$ cat config.mk
export PLATFORM = sky130hd
export DESIGN_NAME = bpc_wide_mul
export DESIGN_NICKNAME = d
export VERILOG_FILES = /design/src/rtl/bpc_pkg.sv /design/src/rtl/bpc_wide_mul.sv
export SDC_FILE = /design/constraint.sdc
export NUM_CORES = 2
export LEC_CHECK = 0
export BUFFER_PORTS_ARGS = -buffer_cell sky130_fd_sc_hd__buf_2
export CORE_MARGIN = 5
export CORE_UTILIZATION = 44
export DETAILED_ROUTE_END_ITERATION = 12
export PLACE_DENSITY = 0.59
export SETUP_SLACK_MARGIN = 0.15
export SLEW_MARGIN = 25
export SYNTH_ARGS = -nofsm -noshare
export SYNTH_HDL_FRONTEND = slang
export SYNTH_SLANG_ARGS = --single-unit
export TNS_END_PERCENT = 5
$ cat constraint.sdc
create_clock -name clk_i -period 9 [get_ports clk_i]
set_input_delay 0 -clock clk_i [delete_from_list [all_inputs] [get_ports clk_i]]
set_output_delay 0 -clock clk_i [all_outputs]
set_load 0.03 [all_outputs]
$ cat src/rtl/bpc_pkg.sv
// Shared types and constants for the barometric pressure compensation block.
// Used by bpc_wide_mul and barometric_pressure_compensation; depends on nothing.
`default_nettype none

package bpc_pkg;

  // Field widths
  localparam int unsigned CoeffW = 16;
  localparam int unsigned RawW   = 24;
  localparam int unsigned PresW  = 32;
  localparam int unsigned TempW  = 19;
  localparam int unsigned CfgIdxW = 3;

  // Corrected sensitivity width and the split point of the wide product
  localparam int unsigned SensW  = 42;
  localparam int unsigned SplitW = 21;
  localparam int unsigned ProdW  = 67;

  // Register stages from input beat to output beat
  localparam int unsigned NumStages = 13;

  // Temperature thresholds in hundredths of a degree
  localparam logic signed [19:0] TempRef = 20'sd2000;
  localparam logic signed [19:0] TempLow = 20'sd1500;

  // Configuration register indexes
  typedef enum logic [CfgIdxW-1:0] {
    CfgSens     = 3'd0,
    CfgOff      = 3'd1,
    CfgTcs      = 3'd2,
    CfgTco      = 3'd3,
    CfgTref     = 3'd4,
    CfgTempsens = 3'd5,
    CfgSoEnable = 3'd6
  } bpc_cfg_e;

  // Load enables of the two stages of the wide multiplier
  typedef struct packed {
    logic pp_en;
    logic sum_en;
  } bpc_mul_en_t;

endpackage

`default_nettype wire

$ cat src/rtl/bpc_wide_mul.sv
// Two-stage signed multiplier: 24-bit unsigned raw pressure times 42-bit signed sensitivity.
// Uses bpc_pkg for widths and the stage enable struct.
`default_nettype none

module bpc_wide_mul import bpc_pkg::*; (
  input  wire logic                      clk_i,
  input  wire bpc_mul_en_t               en_i,
  input  wire logic [RawW-1:0]           mcand_i,
  input  wire logic signed [SensW-1:0]   mplier_i,
  output logic signed [ProdW-1:0]        prod_o
);

  logic [SplitW-1:0]                 mplier_lo;
  logic signed [SensW-SplitW-1:0]    mplier_hi;
  logic [RawW+SplitW-1:0]            pp_lo_d, pp_lo_q;
  logic signed [RawW+SplitW:0]       pp_hi_d, pp_hi_q;
  logic signed [ProdW-1:0]           prod_d, prod_q;

  // Split the multiplier into an unsigned low half and a signed high half
  assign mplier_lo = mplier_i[SplitW-1:0];
  assign mplier_hi = mplier_i[SensW-1:SplitW];

  always_comb begin
    pp_lo_d = mcand_i * mplier_lo;
    pp_hi_d = $signed({1'b0, mcand_i}) * mplier_hi;
  end

  // Partial products
  always_ff @(posedge clk_i) begin
    if (en_i.pp_en) begin
      pp_lo_q <= pp_lo_d;
      pp_hi_q <= pp_hi_d;
    end
  end

  // Recombine: high partial weighted by the split point plus low partial
  assign prod_d = $signed({pp_hi_q, {SplitW{1'b0}}})
                + $signed({{(ProdW-RawW-SplitW){1'b0}}, pp_lo_q});

  always_ff @(posedge clk_i) begin
    if (en_i.sum_en) begin
      prod_q <= prod_d;
    end
  end

  assign prod_o = prod_q;

endmodule

`default_nettype wire

==> metrics <==
flop-to-flop setup slack=around 5.4 ns; CTS Buf Count=17; Initial Utilization=~44%; CP Launch Type=input pin; Syn Area/Cell=9.40 sq um; global placer's final weighted congestion=between 0.8 and 0.9; kind of critical path=input pin to flip-flop; post-synthesis cell type count=between 60 and 70; Synth Register Bits=between 150 and 200; WL per Instance=19.7 um; worst-path fanout max=24; synthesized area=0.0397 sq mm; final slew viol count=0; GR Overflow Total=0; Post-synth EDFFs=around 160; status=finished clean; CP Capture Type=flip-flop; largest net degree at the start of global routing=a little under 60; I/O Buffers=roughly 140; CTS root buf=clkbuf_16; clock slew at reported path FFs=~0.08 ns; PostCTS Resize Cnt=0; Least-Margin Pin Slew=~1.1 ns; Worst Hold Class=input pin to flip-flop; Synth area leader=fa_1; Async S/R FF share, synth=0%; Util after Layout=between 40% and 50%; Post-Route Setup TNS=0 ns; Hold Vio Cnt, Final=0; Yosys warning total=0; # DRC=0; Non-Filler Instances=approximately 5400; post-route antenna net violation count=0; DIE WIDTH=311 um; Final min period=approximately 7 ns; Clock Path Buffers=2; area share of the largest cell type after synthesis=41.9%; DR pass1 iterations=5; first-pass GRT wire length=170 mm; Final Cycle Share=between 70% and 80%; MaxCap Viol Count=0; post-synthesis sequential area ratio=between 10% and 20%; Die H=just over 300 um; # clock sinks=158; RSZ-0062 raised after global routing=no; clock insertion delay at the later pin of the skew report=just under 0.5 ns; Starting DRT DRC Count=between 1500 and 2000; # rows=between 100 and 150; Worst Path Arrival=approximately 7.2 ns; vias in the first global route=29900; H-tree Lvls=4; nets=about 5500; most numerous cell in the Yosys netlist=inv_1; Syn Nets=5492; placed cell count=~5400; io pins=about 140; Final setup viols=0; drt total wl=around 110 mm; number of vias per cell=just over 5; synth top area cells=fa_1, edfxtp_1, ha_1; routed via count=approximately 28000; dominant synthesized flop cell=edfxtp_1; total core area=between 0.08 and 0.09 sq mm; antenna violations before repair=4; area delta synth->final=5.74%; CP Data Required Time=9.23 ns; fmax=about 0.14 GHz; TritonCTS clock tree=done; detailed placement HPWL=83.7 mm; Die ar.=around 0.096 sq mm; synth cell count leaders=inv_1, fa_1, nand2_1; clock skew=roughly 0.026 ns; layout cells sized above 1=~5.2%; Max-slew headroom=between 20% and 30%; pre-CTS WS=1.52 ns; Synth Instances=approximately 4200; Final Worst Setup Slack=approximately 2 ns; GR Util All Layers=22.5%
## cell families (layout without fill, tap and decap cells)
kind of cell	after synthesis	after routing	share of synthesized area, %
other	0	1	0
adder cells (fa/ha/maj)	1194	1194	53.3
AND/OR/NAND/NOR	1266	1266	15.7
buffers and inverters	1163	1161	11.0
multiplexers	2	2	0.0535
XOR/XNOR	125	125	2.75
AO/OA/AOI/OAI	321	321	5.27
flip-flops	158	158	11.9
## worst max-delay path, stage by stage
cell      delay, ns
buf_2          0.59
buf_4          0.33
nand2_1        0.10
fa_1           0.53
fa_1           0.51
fa_1           0.51
inv_1          0.05
fa_1           0.58
fa_1           0.44
fa_1           0.51
inv_1          0.05
fa_1           0.48
inv_1          0.04
ha_1           0.33
a21oi_1        0.24
a21boi_0       0.26
nand2_1        0.08
nor4_1         0.46
o31ai_1        0.23
a221o_1        0.37
a21oi_1        0.24
o31ai_1        0.11
xor2_1         0.15
## flip-flops by register name, summed over array words and instances, names as in the netlist
signal,count
pp_lo_q,45
pp_hi_q,46
prod_o,67
## layout by cell type, fill, tap and decap left out, types with 11 or more instances in the layout
cell and count:
inv_1 958, fa_1 832, nand2_1 607, and2_1 452
ha_1 362, edfxtp_1 158, buf_2 133, a21oi_1 91
xnor2_1 84, a21o_1 65, nor2_1 58, o21ai_0 54
xor2_1 41, buf_4 36, nand3_1 26, nor2b_1 23
nand2b_1 22, nor3_1 20, and3_1 19, clkbuf_16 17
a211oi_1 16, o21a_1 14, nand4_1 13, a31oi_1 11
## metal layers
layer / global-route usage, % / wire length, um / vias up
li1: - / - / 12600
met5: 0 / 13 / -
met3: 2.68 / 4900 / 131
met2: 38.7 / 52500 / 682
met4: 5.42 / 2390 / 2
met1: 30.6 / 46500 / 14500
## layout make-up
class	instances	area (sq um)
Clock buffer	17	425
Sequential cell	158	4740
Timing Repair Buffer	171	956
Antenna cell	1	2.50
Clock inverter	15	199
Tap cell	1176	1470
Fill cell	8743	47800
Multi-Input combinational cell	2908	30600
Inverter	958	3600
## worst paths after layout
| check | endpoint | cells after the start | from |
|---|---|---|---|
| worst max-delay path | pp_hi_q[39]$_DFFE_PP_ | 23 | mcand_i[16] |
| worst min-delay path | pp_lo_q[0]$_DFFE_PP_ | 2 | mplier_i[0] |
| worst max register to register | prod_o[46]$_DFFE_PP_ | 11 | pp_hi_q[10]$_DFFE_PP_ |
| worst min register to register | prod_o[7]$_DFFE_PP_ | 0 | pp_lo_q[7]$_DFFE_PP_ |
## stage by stage
step	cell area (sq um)	hold slack (ns)
final	42000	0.195
after global routing	42000	0.193
after CTS	42000	0.165
after detailed placement	41400	0.407
after global placement	41400	0.401
after floorplan	39700	0.112
## what timing repair did
item / in CTS / in global routing
setup buffers: 0 / 0
hold buffers: 2 / 0
hold endpoints to repair: 52 / 0
Power is left out: the tool's default activity adds up to more than one toggle a clock period on the data nets, which glitch-free logic cannot reach.
